### src/design/hslp_pkg.sv
`timescale 1ns / 1ps

package hslp_pkg;

	// Result codes carried on the master-side tuser.
	localparam int RES_W = 2;
	localparam logic [RES_W-1:0] RES_MORE = 2'd0;
	localparam logic [RES_W-1:0] RES_DONE = 2'd1;
	localparam logic [RES_W-1:0] RES_BAD  = 2'd2;

	// Command codes carried on the slave-side tuser.
	localparam logic CMD_DATA    = 1'b0;
	localparam logic CMD_RESTART = 1'b1;

	// Field widths of a result.
	localparam int CODE_W = 10;
	localparam int OFFS_W = 12;

	// Characters the status line is checked against.
	localparam logic [7:0] CH_H     = 8'h48;
	localparam logic [7:0] CH_T     = 8'h54;
	localparam logic [7:0] CH_P     = 8'h50;
	localparam logic [7:0] CH_SLASH = 8'h2F;
	localparam logic [7:0] CH_DOT   = 8'h2E;
	localparam logic [7:0] CH_SPACE = 8'h20;
	localparam logic [7:0] CH_ZERO  = 8'h30;
	localparam logic [7:0] CH_ONE   = 8'h31;
	localparam logic [7:0] CH_NINE  = 8'h39;
	localparam logic [7:0] CH_CR    = 8'h0D;
	localparam logic [7:0] CH_LF    = 8'h0A;

endpackage

### src/design/http_status_line_parser_core.sv
`timescale 1ns / 1ps

// Channel   | Direction | tdata (low bit up)                              | tuser
// ----------+-----------+-------------------------------------------------+-------------
// s_*       | in        | data_byte[7:0]                                  | cmd[0]
// m_*       | out       | status_code[9:0], text_start[21:10],            | result[1:0]
//           |           | text_end[33:22], zero fill[39:34]               |
//
// Each byte request is shown as a result after it is accepted: it waits in
// the input register, then the parse step writes the result register. A new
// byte can be accepted every cycle while m_tready does not stall the result;
// the throughput is then one byte per cycle, set by the parser state update.
// Reset (arst_n low) empties both registers and puts the parser at the start
// of a line. A stall on m_tready holds the result, and the input register is
// then held too, so s_tready drops only while both registers are full.

module http_status_line_parser_core #(
	parameter int MAX_LINE = 4096
) (
	input  logic        clk,
	input  logic        arst_n,
	input  logic        s_tvalid,
	output logic        s_tready,
	input  logic [7:0]  s_tdata,   // data_byte[7:0]
	input  logic [0:0]  s_tuser,   // cmd[0]
	output logic        m_tvalid,
	input  logic        m_tready,
	output logic [39:0] m_tdata,   // status_code[9:0], text_start[21:10], text_end[33:22]
	output logic [1:0]  m_tuser    // result[1:0]
);

	// Line offsets are kept just wide enough to hold MAX_LINE - 1, and are
	// reported through the fixed 12-bit result fields, keeping the low bits.
	localparam int OFS_W = $clog2(MAX_LINE);
	localparam int EXT_W = OFS_W + hslp_pkg::OFFS_W;
	localparam logic [OFS_W-1:0] OFS_MAX = OFS_W'(MAX_LINE - 1);

	// Parser phases.
	localparam logic [3:0] PH_START      = 4'd0;
	localparam logic [3:0] PH_H          = 4'd1;
	localparam logic [3:0] PH_HT         = 4'd2;
	localparam logic [3:0] PH_HTT        = 4'd3;
	localparam logic [3:0] PH_HTTP       = 4'd4;
	localparam logic [3:0] PH_MAJ_FIRST  = 4'd5;
	localparam logic [3:0] PH_MAJ        = 4'd6;
	localparam logic [3:0] PH_MIN_FIRST  = 4'd7;
	localparam logic [3:0] PH_MIN        = 4'd8;
	localparam logic [3:0] PH_CODE       = 4'd9;
	localparam logic [3:0] PH_AFTER_CODE = 4'd10;
	localparam logic [3:0] PH_TEXT       = 4'd11;
	localparam logic [3:0] PH_CR_SEEN    = 4'd12;

	// Input register.
	logic       valid_s1;
	logic       cmd_s1;
	logic [7:0] byte_s1;

	// Result register.
	logic                                 valid_s2;
	logic [hslp_pkg::RES_W-1:0]           result_s2;
	logic [hslp_pkg::CODE_W-1:0]          code_s2;
	logic [hslp_pkg::OFFS_W-1:0]          start_s2;
	logic [hslp_pkg::OFFS_W-1:0]          end_s2;

	// Parser state.
	logic [3:0]                  phase_q;
	logic [hslp_pkg::CODE_W-1:0] code_q;
	logic [1:0]                  count_q;
	logic [OFS_W-1:0]            offset_q;
	logic [OFS_W-1:0]            start_q;

	// Parse step.
	logic                        adv_s1;
	logic [3:0]                  phase_nxt;
	logic [hslp_pkg::CODE_W-1:0] code_nxt;
	logic [1:0]                  count_nxt;
	logic [OFS_W-1:0]            start_nxt;
	logic [OFS_W-1:0]            end_nxt;
	logic [hslp_pkg::RES_W-1:0]  res_nxt;
	logic                        is_dig;
	logic [3:0]                  dig_val;
	logic [7:0]                  dig_diff;
	logic [13:0]                 code_mac;
	logic [EXT_W-1:0]            start_ext;
	logic [EXT_W-1:0]            end_ext;

	// The input register moves on whenever the result register is empty or
	// its content is taken in this cycle.
	assign adv_s1   = valid_s1 && (!valid_s2 || m_tready);
	assign s_tready = !valid_s1 || adv_s1;

	assign is_dig   = (byte_s1 >= hslp_pkg::CH_ZERO) && (byte_s1 <= hslp_pkg::CH_NINE);
	assign dig_diff = byte_s1 - hslp_pkg::CH_ZERO;
	assign dig_val  = dig_diff[3:0];
	// Status code gathers in decimal and wraps within its 10 bits.
	assign code_mac = (14'(code_q) * 14'd10) + 14'(dig_val);

	always_comb begin
		phase_nxt = phase_q;
		code_nxt  = code_q;
		count_nxt = count_q;
		start_nxt = start_q;
		end_nxt   = '0;
		res_nxt   = hslp_pkg::RES_MORE;
		case (phase_q)
			PH_START: begin
				if (byte_s1 == hslp_pkg::CH_H) phase_nxt = PH_H;
				else res_nxt = hslp_pkg::RES_BAD;
			end
			PH_H: begin
				if (byte_s1 == hslp_pkg::CH_T) phase_nxt = PH_HT;
				else res_nxt = hslp_pkg::RES_BAD;
			end
			PH_HT: begin
				if (byte_s1 == hslp_pkg::CH_T) phase_nxt = PH_HTT;
				else res_nxt = hslp_pkg::RES_BAD;
			end
			PH_HTT: begin
				if (byte_s1 == hslp_pkg::CH_P) phase_nxt = PH_HTTP;
				else res_nxt = hslp_pkg::RES_BAD;
			end
			PH_HTTP: begin
				if (byte_s1 == hslp_pkg::CH_SLASH) phase_nxt = PH_MAJ_FIRST;
				else res_nxt = hslp_pkg::RES_BAD;
			end
			PH_MAJ_FIRST: begin
				// A major version may not open with a zero.
				if (byte_s1 >= hslp_pkg::CH_ONE && byte_s1 <= hslp_pkg::CH_NINE) begin
					phase_nxt = PH_MAJ;
				end else begin
					res_nxt = hslp_pkg::RES_BAD;
				end
			end
			PH_MAJ: begin
				if (byte_s1 == hslp_pkg::CH_DOT) phase_nxt = PH_MIN_FIRST;
				else if (!is_dig) res_nxt = hslp_pkg::RES_BAD;
			end
			PH_MIN_FIRST: begin
				if (is_dig) phase_nxt = PH_MIN;
				else res_nxt = hslp_pkg::RES_BAD;
			end
			PH_MIN: begin
				if (byte_s1 == hslp_pkg::CH_SPACE) phase_nxt = PH_CODE;
				else if (!is_dig) res_nxt = hslp_pkg::RES_BAD;
			end
			PH_CODE: begin
				// Spaces before or between the status digits are skipped.
				if (byte_s1 != hslp_pkg::CH_SPACE) begin
					if (!is_dig) begin
						res_nxt = hslp_pkg::RES_BAD;
					end else begin
						if (count_q == 2'd0) start_nxt = offset_q;
						code_nxt = code_mac[hslp_pkg::CODE_W-1:0];
						if (count_q >= 2'd2) begin
							count_nxt = 2'd0;
							phase_nxt = PH_AFTER_CODE;
						end else begin
							count_nxt = count_q + 2'd1;
						end
					end
				end
			end
			PH_AFTER_CODE: begin
				if (byte_s1 == hslp_pkg::CH_SPACE || byte_s1 == hslp_pkg::CH_DOT) begin
					phase_nxt = PH_TEXT;
				end else if (byte_s1 == hslp_pkg::CH_CR) begin
					phase_nxt = PH_CR_SEEN;
				end else if (byte_s1 == hslp_pkg::CH_LF) begin
					res_nxt = hslp_pkg::RES_DONE;
					end_nxt = offset_q;
				end else begin
					res_nxt = hslp_pkg::RES_BAD;
				end
			end
			PH_TEXT: begin
				if (byte_s1 == hslp_pkg::CH_CR) begin
					phase_nxt = PH_CR_SEEN;
				end else if (byte_s1 == hslp_pkg::CH_LF) begin
					res_nxt = hslp_pkg::RES_DONE;
					end_nxt = offset_q;
				end
			end
			PH_CR_SEEN: begin
				// The line ends at the CR, one byte before the LF.
				if (byte_s1 == hslp_pkg::CH_LF) begin
					res_nxt = hslp_pkg::RES_DONE;
					end_nxt = (offset_q != '0) ? offset_q - OFS_W'(1) : '0;
				end else begin
					res_nxt = hslp_pkg::RES_BAD;
				end
			end
			default: begin
				res_nxt = hslp_pkg::RES_BAD;
			end
		endcase
	end

	assign start_ext = EXT_W'(start_q);
	assign end_ext   = EXT_W'(end_nxt);

	// Input register.
	always_ff @(posedge clk or negedge arst_n) begin
		if (!arst_n) begin
			valid_s1 <= 1'b0;
		end else if (s_tready) begin
			valid_s1 <= s_tvalid;
		end
	end

	always_ff @(posedge clk) begin
		if (s_tvalid && s_tready) begin
			cmd_s1  <= s_tuser[0];
			byte_s1 <= s_tdata;
		end
	end

	// Parser state. A restart, a complete line and an error all bring the
	// parser back to the start of a line.
	always_ff @(posedge clk or negedge arst_n) begin
		if (!arst_n) begin
			phase_q  <= PH_START;
			code_q   <= '0;
			count_q  <= '0;
			offset_q <= '0;
			start_q  <= '0;
		end else if (adv_s1) begin
			if (cmd_s1 == hslp_pkg::CMD_RESTART || res_nxt != hslp_pkg::RES_MORE) begin
				phase_q  <= PH_START;
				code_q   <= '0;
				count_q  <= '0;
				offset_q <= '0;
				start_q  <= '0;
			end else begin
				phase_q <= phase_nxt;
				code_q  <= code_nxt;
				count_q <= count_nxt;
				start_q <= start_nxt;
				// The offset stops at the last position of a maximum-length line.
				if (offset_q < OFS_MAX) offset_q <= offset_q + OFS_W'(1);
			end
		end
	end

	// Result register.
	always_ff @(posedge clk or negedge arst_n) begin
		if (!arst_n) begin
			valid_s2 <= 1'b0;
		end else if (adv_s1) begin
			valid_s2 <= 1'b1;
		end else if (m_tready) begin
			valid_s2 <= 1'b0;
		end
	end

	always_ff @(posedge clk) begin
		if (adv_s1) begin
			if (cmd_s1 == hslp_pkg::CMD_RESTART) begin
				result_s2 <= hslp_pkg::RES_MORE;
				code_s2   <= '0;
				start_s2  <= '0;
				end_s2    <= '0;
			end else begin
				result_s2 <= res_nxt;
				if (res_nxt == hslp_pkg::RES_DONE) begin
					code_s2  <= code_q;
					start_s2 <= start_ext[hslp_pkg::OFFS_W-1:0];
					end_s2   <= end_ext[hslp_pkg::OFFS_W-1:0];
				end else begin
					code_s2  <= '0;
					start_s2 <= '0;
					end_s2   <= '0;
				end
			end
		end
	end

	assign m_tvalid = valid_s2;
	assign m_tuser  = result_s2;
	assign m_tdata  = {6'd0, end_s2, start_s2, code_s2};

	// The digit count never passes two; the third digit clears it.
	a_count_range: assert property (@(posedge clk) disable iff (!arst_n)
		count_q != 2'd3)
		else $error("status digit count out of range");

	// At the start of a line nothing has been consumed yet.
	a_start_offset: assert property (@(posedge clk) disable iff (!arst_n)
		(phase_q == PH_START) |-> (offset_q == '0 && count_q == 2'd0 && code_q == '0))
		else $error("start phase with leftover line state");

	// A processed restart leaves the parser at the start of a line.
	a_restart_clears: assert property (@(posedge clk) disable iff (!arst_n)
		(adv_s1 && cmd_s1 == hslp_pkg::CMD_RESTART) |=> (phase_q == PH_START))
		else $error("restart did not clear the parser");

	// Only a complete line carries code and offsets.
	a_fields_zero: assert property (@(posedge clk) disable iff (!arst_n)
		(m_tvalid && m_tuser != hslp_pkg::RES_DONE) |-> (m_tdata == '0))
		else $error("result fields set without a complete line");

	// The line offset saturates at the last position of a maximum-length line.
	a_offset_sat: assert property (@(posedge clk) disable iff (!arst_n)
		offset_q <= OFS_MAX)
		else $error("line offset past its limit");

endmodule

### config.mk
export PLATFORM = sky130hd
export DESIGN_NAME = http_status_line_parser_core
export DESIGN_NICKNAME = d
export VERILOG_FILES = /design/src/design/hslp_pkg.sv /design/src/design/http_status_line_parser_core.sv
export SDC_FILE = /design/constraint.sdc
export NUM_CORES = 1
export LEC_CHECK = 0
export BUFFER_PORTS_ARGS = -buffer_cell sky130_fd_sc_hd__buf_2
export CAP_MARGIN = 10
export CORE_ASPECT_RATIO = 2
export CORE_MARGIN = 2
export CORE_UTILIZATION = 55
export DETAILED_ROUTE_END_ITERATION = 10
export PLACE_DENSITY_LB_ADDON = 0.15
export SLEW_MARGIN = 25
export SYNTH_ARGS = -nofsm -noshare
export SYNTH_HDL_FRONTEND = slang
export SYNTH_SLANG_ARGS = --single-unit
### constraint.sdc
create_clock -name clk -period 5.91 [get_ports clk]
set_input_delay 0.2955 -clock clk [delete_from_list [all_inputs] [get_ports clk]]
set_output_delay 0.2955 -clock clk [all_outputs]
set_load 0.05 [all_outputs]
Word level (Yosys, flattened, before mapping)

Index checks and enable logic that the tools add are counted.

Multipliers: 1
Multiplexer cells: 55
Eq/ne operators: 34
Divide/modulo/power cells: 0
Reductions and logical operators: 27
Bitwise gates (word level): 1
$add $sub $neg: 5
Shift operators: 0
Order comparisons: 5

Operator list:

| cell                    | number |
|---|---|
| $mux W12                | 12 |
| $mux W4                 | 15 |
| $pmux W4 S12            | 1 |
| $mux W10                | 4 |
| $ne A3 B3 Y1 const B    | 12 |
| $pmux W12 S3            | 1 |
| $mux W2                 | 17 |
| $eq A8 B6 Y1 const B    | 3 |
| $eq A8 B7 Y1 const B    | 3 |
| $pmux W2 S12            | 1 |
| $eq A4 B4 Y1 const B    | 5 |
| $eq A4 B3 Y1 const B    | 4 |
| $eq A8 B4 Y1 const B    | 2 |
| $ge A8 B6 Y1 const B    | 2 |
| $reduce_and A14 Y1      | 1 |
| $reduce_bool A2 Y1      | 7 |
| $reduce_bool A13 Y1     | 1 |
| $add A12 B1 Y12 const B | 1 |
| $lt A12 B12 Y1 const B  | 1 |
| $reduce_bool A12 Y1     | 1 |
| $sub A12 B1 Y12 const B | 1 |
| $add A10 B4 Y10         | 1 |
| $mul A10 B3 Y9 const B  | 1 |
| $eq A4 B2 Y1 const B    | 2 |
| 18 further kinds        | 29 |

Output and inout port bits: 44
Bits in writable memories: 0
Memories kept: 0
Flip-flop bits (word level): 87
Bits in latches: 0
Memory bits (read-only): 0
Word-level logic and storage cells: 141
Input port bits: 13

Logic depth before layout (Yosys ltp)

Gate-level depths: netlist (run 1).

Depth in word-level cells: 9
Depth in mapped cells: 11

Worst setup path before layout (run 1)

Ideal clock, no wire load.

Path kind: reg-to-reg
Start point: register valid_s2, in the netlist m_tvalid
End point: register offset_q[3]
Buffers on the path: 1
Data required time: 5,787 ps
Cell stages (with the launch flop): 7
Setup slack: 3,141 ps
Data arrival time: 2,646 ps
Cells stage by stage: dfrtp_1 -> nand2b_1 -> nand2_1 -> inv_1 -> clkbuf_1 -> o21ai_0 -> o2bb2ai_1

Cells in the longest elaborated chain, start to end: 4

RTL lines:

| element                     | line                                | source |
|---|---|---|
| start: declaration          | http_status_line_parser_core.sv:59  | `logic valid_s2;` |
| start signal: assignment    | http_status_line_parser_core.sv:247 | `valid_s2 <= 1'b0;` |
| start signal: assignment    | http_status_line_parser_core.sv:249 | `valid_s2 <= 1'b1;` |
| start signal: assignment    | http_status_line_parser_core.sv:251 | `valid_s2 <= 1'b0;` |
| $logic_not A1 Y1            | http_status_line_parser_core.sv:89  | `assign adv_s1 = valid_s1 && (!valid_s2 \|\| m_tready);` |
| $logic_or A1 B1 Y1          | http_status_line_parser_core.sv:89  |  |
| $logic_and A1 B1 Y1         | http_status_line_parser_core.sv:89  |  |
| net adv_s1                  | http_status_line_parser_core.sv:73  | `logic adv_s1;` |
| $reduce_and A2 Y1 (no line) | n/a                                 |  |
| end signal: assignment      | http_status_line_parser_core.sv:239 | `if (offset_q < OFS_MAX) offset_q <= offset_q + OFS_W'(1);` |
| end: declaration            | http_status_line_parser_core.sv:69  | `logic [OFS_W-1:0] offset_q;` |

The timed path passes the listed nets, and every way through them passes these cells.
A chain may end at the register's enable or synchronous reset.

Worst setup path in the final report (run 1)

Start point: register byte_s1[0]
End point: register start_q[0]

Cells in the longest elaborated chain, start to end: 9
Elaborated cells between the ends (all ways): 38
Classes of those cells: 3 x order compare; 9 x eq/ne; 16 x mux; 10 x reduce/logical

RTL lines:

| element                                               | line                                                                                                         | source |
|---|---|---|
| start: declaration                                    | http_status_line_parser_core.sv:56                                                                           | `logic [7:0] byte_s1;` |
| start signal: assignment                              | http_status_line_parser_core.sv:213                                                                          | `byte_s1 <= s_tdata;` |
| $ge A8 B6 Y1, or another cell as far along            | http_status_line_parser_core.sv:92                                                                           | `assign is_dig = (byte_s1 >= hslp_pkg::CH_ZERO) && (byte_s1 <= hslp_pkg::CH_NINE);` |
| $logic_and A1 B1 Y1 / $mux W2 (equally long branches) | http_status_line_parser_core.sv:92, http_status_line_parser_core.sv:168, http_status_line_parser_core.sv:185 |  |
| $mux W2 (on tied branches) (2 in series)              | n/a                                                                                                          |  |
| $pmux W2 S12                                          | http_status_line_parser_core.sv:105                                                                          | `case (phase_q)` |
| $reduce_bool A2 Y1                                    | http_status_line_parser_core.sv:227                                                                          | `if (cmd_s1 == hslp_pkg::CMD_RESTART \|\| res_nxt != hslp_pkg::RES_MORE) begin` |
| $logic_or A1 B1 Y1                                    | http_status_line_parser_core.sv:227                                                                          |  |
| $reduce_bool A2 Y1 (no line)                          | n/a                                                                                                          |  |
| $reduce_and A5 Y1 (no line)                           | n/a                                                                                                          |  |
| end signal: assignment                                | http_status_line_parser_core.sv:237                                                                          | `start_q <= start_nxt;` |
| end: declaration                                      | http_status_line_parser_core.sv:70                                                                           | `logic [OFS_W-1:0] start_q;` |

Parallel ways exist; a longest one is shown, timed or not.

==> results.ini, run 1 <==
[sta]
period_minus_slack_ns = 3.51
period_share_pct = 59.4
setup-tns-final_ns = 0
setup_viol = 0
finalClockSkew_ns = 0.00750
hold_viol = 0
slew_violations = 0
grt_setup_unrepaired = false
fmax_mhz = 285
slew_headroom_pct = 34.3
tightestPinTransition_ns = 0.973

[worst_setup_path]
cp_max_fo = 19
crit_path_end_kind = register
critPathTopFamily = simple AND/OR/NAND/NOR gates
crit_buf_inv = 0
crit_type = register to register
cp_slowest_cell = nor4bb_1
crit_path_cell_trace = nor4bb_1, a41oi_1, a31oi_1, o21ai_1, nor2_4, and3_1, a22o_1
start_kind = register
arrival_ns = 3.76
worst-r2r-setup-slack_ns = 2.40
cp.required_ns = 6.17
slowest_delay_ns = 0.87

[outcome]
status = completed

[hold_path]
min_path_type = primary input to register

[logic_synthesis]
synth_edf_count = 45
synthArstFlopShare_pct = 48.3
avgSynthCellArea_sq_um = 10.5
netlist_top_cells_count = edfxtp_1, dfrtp_1, nor2_1, and2_1, o21ai_0
post-synth-top-count-cell = edfxtp_1
synthesis.area_sq_um = 4670
ys_seq_elements = 87
yosys_warnings = 0
synthTopCellsByArea = edfxtp_1, dfrtp_1, ha_1, and2_1, a22o_1
syn_inst = 444
ys.flop_type = edfxtp_1
synth_top_area_share_pct = 28.9
synth_seq_area_share_pct = 51.4
ys_types = 61
yosys.area.top_type = edfxtp_1

[final_layout]
finalNetCount = 512
diodes = 0
area_growth_pct = 11.9
nFillCells = 725
utilization_pct = 63.1
finalNonFillerCells = 584
final_area_sq_um = 5230
drive_above_1_share_pct = 15.4

[power_and_ir_drop]
peakVddDrop_v = 0.000227
p_leak_uw = 0.00223
powerDensity_nw_per_um2 = 252

[detailed_routing]
viasPerCell = 6.08
drc = 0
ant_nets = 0
vias = 3552
first_pass_iters = 5
totalWireLength_mm = 10.3
routedWlPerCell_um = 17.6
dr.first_iter.drc_count = 293

[global_routing]
grt_pass1_vias = 3484
overflow = 0
grt_max_degree = 43
grt_pass1_wl_mm = 16.8
antenna_found_initial = 0
grt_use_total_pct = 23.1

[placed_design]
gp_congestion = 0.960
dp_cells = 567
port_buffers = 50
hpwl_mm = 7.62
dpl_cell_area_sq_um = 4930

[clocking]
cts_buffer_depth = 2
clk_latency_ns = 0.33
cts_buffers = 9
clockRootBuffer = clkbuf_16
clkSinkCount = 87
cts-resized-gates = 0
path_clk_slew_ns = 0.06
cts_tree = done
ctsHtreeMaxLevel = 3

[die]
start_util_pct = 56.4
rows = 47
die_h_um = 134
die_area_sq_um = 9300
core_sq_um = 8290
io_pins = 57
fp.dieW_um = 69.2

[job]
cap_violations = 0

layer usage:
layer	track usage (%)	routed length, um
met5	0	0
met4	13.8	531
met2	43.0	5780
met3	4.13	393
met1	23.3	3590
state kept, by name, indices dropped and copies added, names as in the netlist:
signal and count:
cmd_s1 1, start_q 12, code_s2 10, count_q 2
end_s2 12, m_tuser 2, offset_q 12, start_s2 12
byte_s1 8, valid_s1 1, code_q 10, m_tvalid 1
phase_q 4
worst register-to-register path, delay by kind of cell, from the launching register on:
| family | cells | cell delay, ns |
|---|---|---|
| compound gates | 4 | 1.05 |
| flops | 1 | 0.49 |
| simple gates | 3 | 1.90 |
repair_timing:
action	CTS	global route
hold buffers	0	1
endpoints found under the hold margin	0	13
endpoints found under the setup margin	0	0
buffers inserted	0	0
metrics by stage:
step	hold slack, ns	total power (uW)	setup slack, ns
after floorplan	-0.0000911	782	3.14
after global placement	0.455	811	2.51
after detailed placement	0.474	813	2.51
after CTS	0.123	1330	2.49
after global routing	0.120	1370	2.20
final	0.136	1320	2.40
cells by family after synthesis:
logic type,count (synthesis),synth area share [%]
other,1,0.0802
XOR/XNOR,14,2.62
AO/OA/AOI/OAI,109,16.1
multiplexers,2,0.455
flip-flops,87,51.4
buffers and inverters,49,4.68
adder cells (fa/ha/maj),18,5.14
AND/OR/NAND/NOR,164,19.5
placed cells by master (no fill, tap or decap), drive strengths merged, types with 12 or more instances in the layout:
cell and count:
a21oi 24, a22o 19, and2 28, buf 52, dfrtp 42, edfxtp 45, ha 16, inv 18
nand2 21, nand3 12, nor2 33, nor3 17, o21ai 30
path summary, 6_finish.rpt:
path | depth (start not counted) | to | start
min in group asynchronous | 2 | phase_q[1]$_DFFE_PN0P_ | arst_n
max in group asynchronous | 2 | offset_q[2]$_DFFE_PN0P_ | arst_n
hold / removal | 1 | byte_s1[0]$_DFFE_PP_ | s_tdata[0]
setup reg to reg | 7 | start_q[0]$_DFFE_PN0P_ | byte_s1[0]$_DFFE_PP_
setup / recovery | 7 | start_q[0]$_DFFE_PN0P_ | byte_s1[0]$_DFFE_PP_
hold reg to reg | 2 | code_q[9]$_DFFE_PN0P_ | code_q[9]$_DFFE_PN0P_
area by class of cell:
class                      count  area (sq um)  share of cell area (%)
sequential                    87          2400                    45.9
multi-input combinational    313          2090                    40.0
timing repair buffer          53           278                    5.31
clock buffer                  10           229                    4.38
tap                           98           123                    2.34
inverter                      17          63.8                    1.22
clock inverter                 6          45.0                   0.861
power breakdown:
| group | total (uW) | internal (uW) | switching [uW] | leakage, uW |
|---|---|---|---|---|
| Sequential | 672 | 661 | 11.0 | 0.00103 |
| Clock | 519 | 288 | 231 | 0.000132 |
| Combinational | 128 | 24.6 | 104 | 0.00107 |
Power figures use the tool's default switching activity.
==> run 2: changes to the inputs <==
--- a/config.mk
+++ b/config.mk
@@ -5,11 +5,12 @@
 export SDC_FILE = /design/constraint.sdc
 export NUM_CORES = 1
 export LEC_CHECK = 0
+export ABC_AREA = 1
 export BUFFER_PORTS_ARGS = -buffer_cell sky130_fd_sc_hd__buf_2
 export CAP_MARGIN = 10
 export CORE_ASPECT_RATIO = 2
 export CORE_MARGIN = 2
-export CORE_UTILIZATION = 55
+export CORE_UTILIZATION = 53
 export DETAILED_ROUTE_END_ITERATION = 10
 export PLACE_DENSITY_LB_ADDON = 0.15
 export SLEW_MARGIN = 25
==> constraint.sdc (replaced) <==
create_clock -name clk -period 3.1 [get_ports clk]
set_input_delay 0.155 -clock clk [delete_from_list [all_inputs] [get_ports clk]]
set_output_delay 0.155 -clock clk [all_outputs]
set_load 0.05 [all_outputs]
==> run 2 against run 1 <==
Core utilization is 0.90 points lower. Synthesized cell count is 34% higher. Sequential power is 98% higher. Routed wire length is 11% higher. Fmax is 39% higher. Critical path depth is 6 higher. Clock power is 97% higher. Final area is 6.4% higher. Combinational power grew to 4.0 times the previous value. Critical path type unchanged.
==> results.ini, run 2 <==
[sta]
period_share_pct = 81.6
setup_viol = 0
slew_headroom_pct = 63.6
finalClockSkew_ns = 0.00863
fmax_mhz = 395
whs_ns = 0.0258
tightestPinTransition_ns = 0.546
period_minus_slack_ns = 2.53
grt_setup_unrepaired = false
setup-tns-final_ns = 0
hold_viol = 0
slew_violations = 0

[global_routing]
grt_use_total_pct = 23.5
grt_max_degree = 43
antenna_found_initial = 0
overflow = 0
grt_pass1_vias = 4000
grt_pass1_wl_mm = 18.2

[logic_synthesis]
avgSynthCellArea_sq_um = 8.21
synthArstFlopShare_pct = 48.3
ys_seq_elements = 87
synth_edf_count = 45
ys_types = 40
syn_inst = 595
synthTopCellsByArea = edfxtp_1, dfrtp_1, nand2_1, nor2_1, inv_1
synthesis.area_sq_um = 4880
netlist_top_cells_count = nand2_1, nor2_1, inv_1, edfxtp_1, dfrtp_1
synth_seq_area_share_pct = 49.2
post-synth-top-count-cell = nand2_1
synth_top_area_share_pct = 27.7
yosys.area.top_type = edfxtp_1
yosys_warnings = 0
ys.flop_type = edfxtp_1

[worst_setup_path]
cp.required_ns = 3.37
start_kind = register
worst-r2r-setup-slack_ns = 0.57
arrival_ns = 2.80
critPathTopFamily = adder cells
crit_path_end_kind = register
crit_path_frequent_cell = nand2_1
crit_path_cell_trace = ha_1, ha_1, inv_1, fa_1, xnor2_1, nand3b_1, nor2_1, nand2_1, nand3_1, nand2_1, nor2_1, nand2_1, o21ai_1
crit_buf_inv = 1
cp_slowest_cell = dfrtp_1
slowest_delay_ns = 0.45
cp_max_fo = 4
crit_type = register to register

[final_layout]
diodes = 0
final_common_cell = nand2_1
drive_above_1_share_pct = 12.9
finalNetCount = 687
nFillCells = 792
area_growth_pct = 14.0
regArea_sq_um = 2400
multi_input_area_sq_um = 2050
final_cell_mix = nand2_1, nor2_1, inv_1
utilization_pct = 62.2

[job]
cap_violations = 0

[detailed_routing]
totalWireLength_mm = 11.4
ant_nets = 0
drc = 0
vias = 4017
first_pass_iters = 4
routedWlPerCell_um = 15.0
dr.first_iter.drc_count = 312
viasPerCell = 5.27

[hold_path]
min_path_type = primary input to register

[placed_design]
gp_congestion = 0.946
port_buffers = 50
hpwl_mm = 8.77

[clocking]
clkSinkCount = 87
path_clk_slew_ns = 0.07
cts_buffers = 9
cts_tree = done
ctsHtreeMaxLevel = 3
hold_buffers = 10
cts_setup_buffers = 0
clockRootBuffer = clkbuf_16
clk_latency_ns = 0.34
cts-resized-gates = 0
cts_buffer_depth = 2

[power_and_ir_drop]
p_comb_share_pct = 18.1
power_frac_seq_pct = 46.3
peakVddDrop_v = 0.000311
clkPwrFrac_pct = 35.6
p_leak_uw = 0.00262
switching_share_pct = 31.0
finalPower_uw = 2860
p_switching_uw = 889
powerDensity_nw_per_um2 = 515
internal_power_uw = 1980

[die]
fp.dieW_um = 71.9
start_util_pct = 54.6
core_sq_um = 8950
io_pins = 57
die_h_um = 140
die_area_sq_um = 10000
rows = 49

[outcome]
status = completed

-- run 2: cell types whose count changed after synthesis, moves of 16 or more --
cell,delta
nand2_1,+129
nor2_1,+61
and2_1,-27
nand3_1,+24
o21ai_0,-16
a22o_1,-19
inv_1,+65
clkbuf_1,-17
-- run 2: power by group through the flow --
stage | clock [uW] | sequential [uW] | combinational (uW)
final | 1020 | 1330 | 518
after global routing | 1080 | 1340 | 551
after CTS | 1040 | 1330 | 519
after detailed placement | 0 | 1350 | 509
after global placement | 0 | 1350 | 501
after floorplan | 0 | 1540 | 214
-- run 2: layout make-up --
type | count | share of cell area (%)
clock buffers | 10 | 4.29
clock inverters | 5 | 0.719
inverters | 85 | 5.73
multi-input cells | 409 | 36.9
flip-flops and latches | 87 | 43.2
well taps | 102 | 2.29
repair buffers | 64 | 6.88
-- run 2: worst min-delay path, delay by kind of cell --
kind / cells / cell delay, ns
buffers and inverters: 1 / 0.07
and+or+nand+nor: 2 / 0.10
-- run 2: logic make-up (layout without fill, tap and decap cells) --
logic type	count (synthesis)	after routing	share of synthesized area [%]
AOI/OAI and AO/OA	55	55	6.43
xor gates and xnor gates	23	23	4.12
adders and majority gates	18	18	4.92
buffers and inverters	104	164	9.12
DFF	87	87	49.2
other	1	6	0.0768
and+or+nand+nor	307	307	26.1
-- run 2: final timing paths --
kind                                    startpoint  cells past startpoint                      end
min                                       s_tvalid                      3     valid_s1$_DFFE_PN0N_
max                          code_q[1]$_DFFE_PN0P_                     13    code_q[9]$_DFFE_PN0P_
min reg2reg                start_q[10]$_DFFE_PN0P_                      2  start_q[10]$_DFFE_PN0P_
min in group asynchronous                   arst_n                      2    code_q[4]$_DFFE_PN0P_
max reg2reg                  code_q[1]$_DFFE_PN0P_                     13    code_q[9]$_DFFE_PN0P_
max in group asynchronous                   arst_n                      2  offset_q[2]$_DFFE_PN0P_
-- run 2: stage by stage --
stage               instances  worst slack, ns  instance area, sq um
global route              762            0.384                  5570
CTS                       762            0.596                  5560
floorplan                 600            0.363                  4900
detailed placement        737            0.630                  5180
global placement          737            0.669                  5180
finish                    762            0.570                  5570
-- run 2: layer usage --
layer / routed length (um) / track usage [%] / vias up / share of wire (%)
li1: - / - / 2005 / -
met1: 3930 / 21.8 / 1868 / 34
met2: 6640 / 46.9 / 105 / 58
met3: 323 / 3.62 / 39 / 2.8
met4: 513 / 11.4 / 0 / 4.5
met5: 0 / 0 / - / 0
==> run 3: changes to the inputs <==
--- a/config.mk
+++ b/config.mk
@@ -10,7 +10,7 @@
 export CAP_MARGIN = 10
 export CORE_ASPECT_RATIO = 2
 export CORE_MARGIN = 2
-export CORE_UTILIZATION = 53
+export CORE_UTILIZATION = 55
 export DETAILED_ROUTE_END_ITERATION = 10
 export PLACE_DENSITY_LB_ADDON = 0.15
 export SLEW_MARGIN = 25
==> constraint.sdc (replaced) <==
create_clock -name clk -period 2.5 [get_ports clk]
set_input_delay 0.125 -clock clk [delete_from_list [all_inputs] [get_ports clk]]
set_output_delay 0.125 -clock clk [all_outputs]
set_load 0.05 [all_outputs]
==> run 3 against run 2 <==
Via count grew 1.3%. Power grew 28%. Flip-flop and latch count is the same. Core utilization grew 4.0 points. Clock skew is essentially flat. Largest cell class unchanged. Clock-buffer cell count shrank 1. Critical path depth is the same. Global-route usage grew 1.4 points. Die area shrank 3.5%. Routed wire length shrank 0.14%. Critical endpoint unchanged. Hold slack gained 0.015 ns. Critical path type unchanged. Final area grew 2.9%.
==> results.ini, run 3 (synthesis gave the netlist of run 2 again) <==
[outcome]
status = completed

[clocking]
cts_buffer_depth = 2
ctsHtreeMaxLevel = 3
cts_tree = done
clockRootBuffer = clkbuf_16
path_clk_slew_ns = 0.07
clk_latency_ns = 0.35
cts_buffers = 9
clkSinkCount = 87

[die]
die_h_um = 137
core_sq_um = 8650
io_pins = 57
rows = 48
die_area_sq_um = 9690
fp.dieW_um = 70.6
start_util_pct = 56.5

[worst_setup_path]
reg2regPathDepth = 13
cp_slowest_cell = fa_2
cp.required_ns = 2.74
crit_type = register to register
cp_max_fo = 4
start_kind = register
cp.depth = 13
crit_path_cell_trace = ha_1, ha_1, inv_1, fa_2, nand3b_1, nor2_1, nand2_1, inv_1, nand2_1, nand2_1, nor2_1, nand2_1, o21ai_1
slowest_delay_ns = 0.47
arrival_ns = 2.57
crit_buf_inv = 2
crit_path_frequent_cell = nand2_1
crit_path_end_kind = register
critPathTopFamily = adder cells

[placed_design]
dpl_cell_area_sq_um = 5270
gp_congestion = 0.963
pre_cts_slack_ns = 0.108
hpwl_mm = 8.68
dp_cells = 745
port_buffers = 50

[global_routing]
grt_util_met1_pct = 23.1
top_usage_layer = met2
grt_max_degree = 43
antenna_found_initial = 0
overflow = 0
grtUsageMet2_pct = 49.9
grt_use_met3_pct = 4.90
grt_pass1_wl_mm = 18.5
grt_pass1_vias = 4046
grt_use_total_pct = 24.9

[sta]
slew_headroom_pct = 62.8
setup_viol = 0
hold_viol = 0
fmax_mhz = 429
period_minus_slack_ns = 2.33
setup_ws_ns = 0.169
finalClockSkew_ns = 0.00822
whs_ns = 0.0408
slew_violations = 0
period_share_pct = 93.2
tightestPinTransition_ns = 0.558
grt_setup_unrepaired = true

[final_layout]
finalNonFillerCells = 775
final_area_sq_um = 5730
diodes = 0
finalNetCount = 701
utilization_pct = 66.2
final_common_cell = nand2_1
final_cell_mix = nand2_1, nor2_1, inv_1
area_growth_pct = 17.2
drive_above_1_share_pct = 15.3

[detailed_routing]
dr.first_iter.drc_count = 306
viasPerCell = 5.25
ant_nets = 0
totalWireLength_mm = 11.4
routedWlPerCell_um = 14.7
drc = 0
first_pass_iters = 4
vias = 4068

[power_and_ir_drop]
peakVddDrop_v = 0.000506
powerDensity_nw_per_um2 = 643
p_leak_uw = 0.00271

[job]
cap_violations = 0

[hold_path]
min_path_type = primary input to register
min_path_cells = 4

## run 3: metrics by stage
| step | power (uW) | TNS [ns] |
|---|---|---|
| after global routing | 3820 | -0.000193 |
| after detailed placement | 2340 | 0 |
| after CTS | 3700 | 0 |
| after floorplan | 2170 | 0 |
| final | 3680 | 0 |
| after global placement | 2320 | 0 |
## run 3: area by class of cell
type / instances / area [sq um]
flip-flops and latches: 87 / 2400
inverters: 85 / 320
well taps: 100 / 125
fillers: 756 / 2920
clock buffers: 9 / 225
clock inverters: 7 / 76.3
multi-input cells: 409 / 2070
repair buffers: 78 / 503
## run 3: final timing paths
kind | from | endpoint | slack (ns)
hold / removal | m_tready | m_tvalid$_DFFE_PN0P_ | 0.04
min in group asynchronous | arst_n | code_q[5]$_DFFE_PN0P_ | 0.30
setup / recovery | code_q[1]$_DFFE_PN0P_ | code_q[9]$_DFFE_PN0P_ | 0.17
hold reg to reg | start_q[6]$_DFFE_PN0P_ | start_q[6]$_DFFE_PN0P_ | 0.47
max in group asynchronous | arst_n | code_q[1]$_DFFE_PN0P_ | 1.79
setup reg to reg | code_q[1]$_DFFE_PN0P_ | code_q[9]$_DFFE_PN0P_ | 0.17
## run 3: tightest hold or removal path: cells and delay by family
kind                   cells  cell delay (ns)
AND/OR/NAND/NOR            2             0.11
buffers and inverters      2             0.11
## run 3: repair_timing
item | CTS | global route
setup buffers | 0 | 3
hold endpoints to repair | 52 | 0
resized for setup | 0 | 6
setup endpoints to repair | 0 | 24
hold buffers | 11 | 0
## run 3: where the power goes
part	total, uW	internal, uW	switching, uW
sequential	1650	1610	36.2
combinational	673	159	515
clock	1360	784	575
total	3680	2550	1130
## run 3: per-layer routing
metal	routed length, um	share of wire, %
met4	652	5.7
met3	340	3.0
met5	0	0
met2	6520	57
met1	3870	34
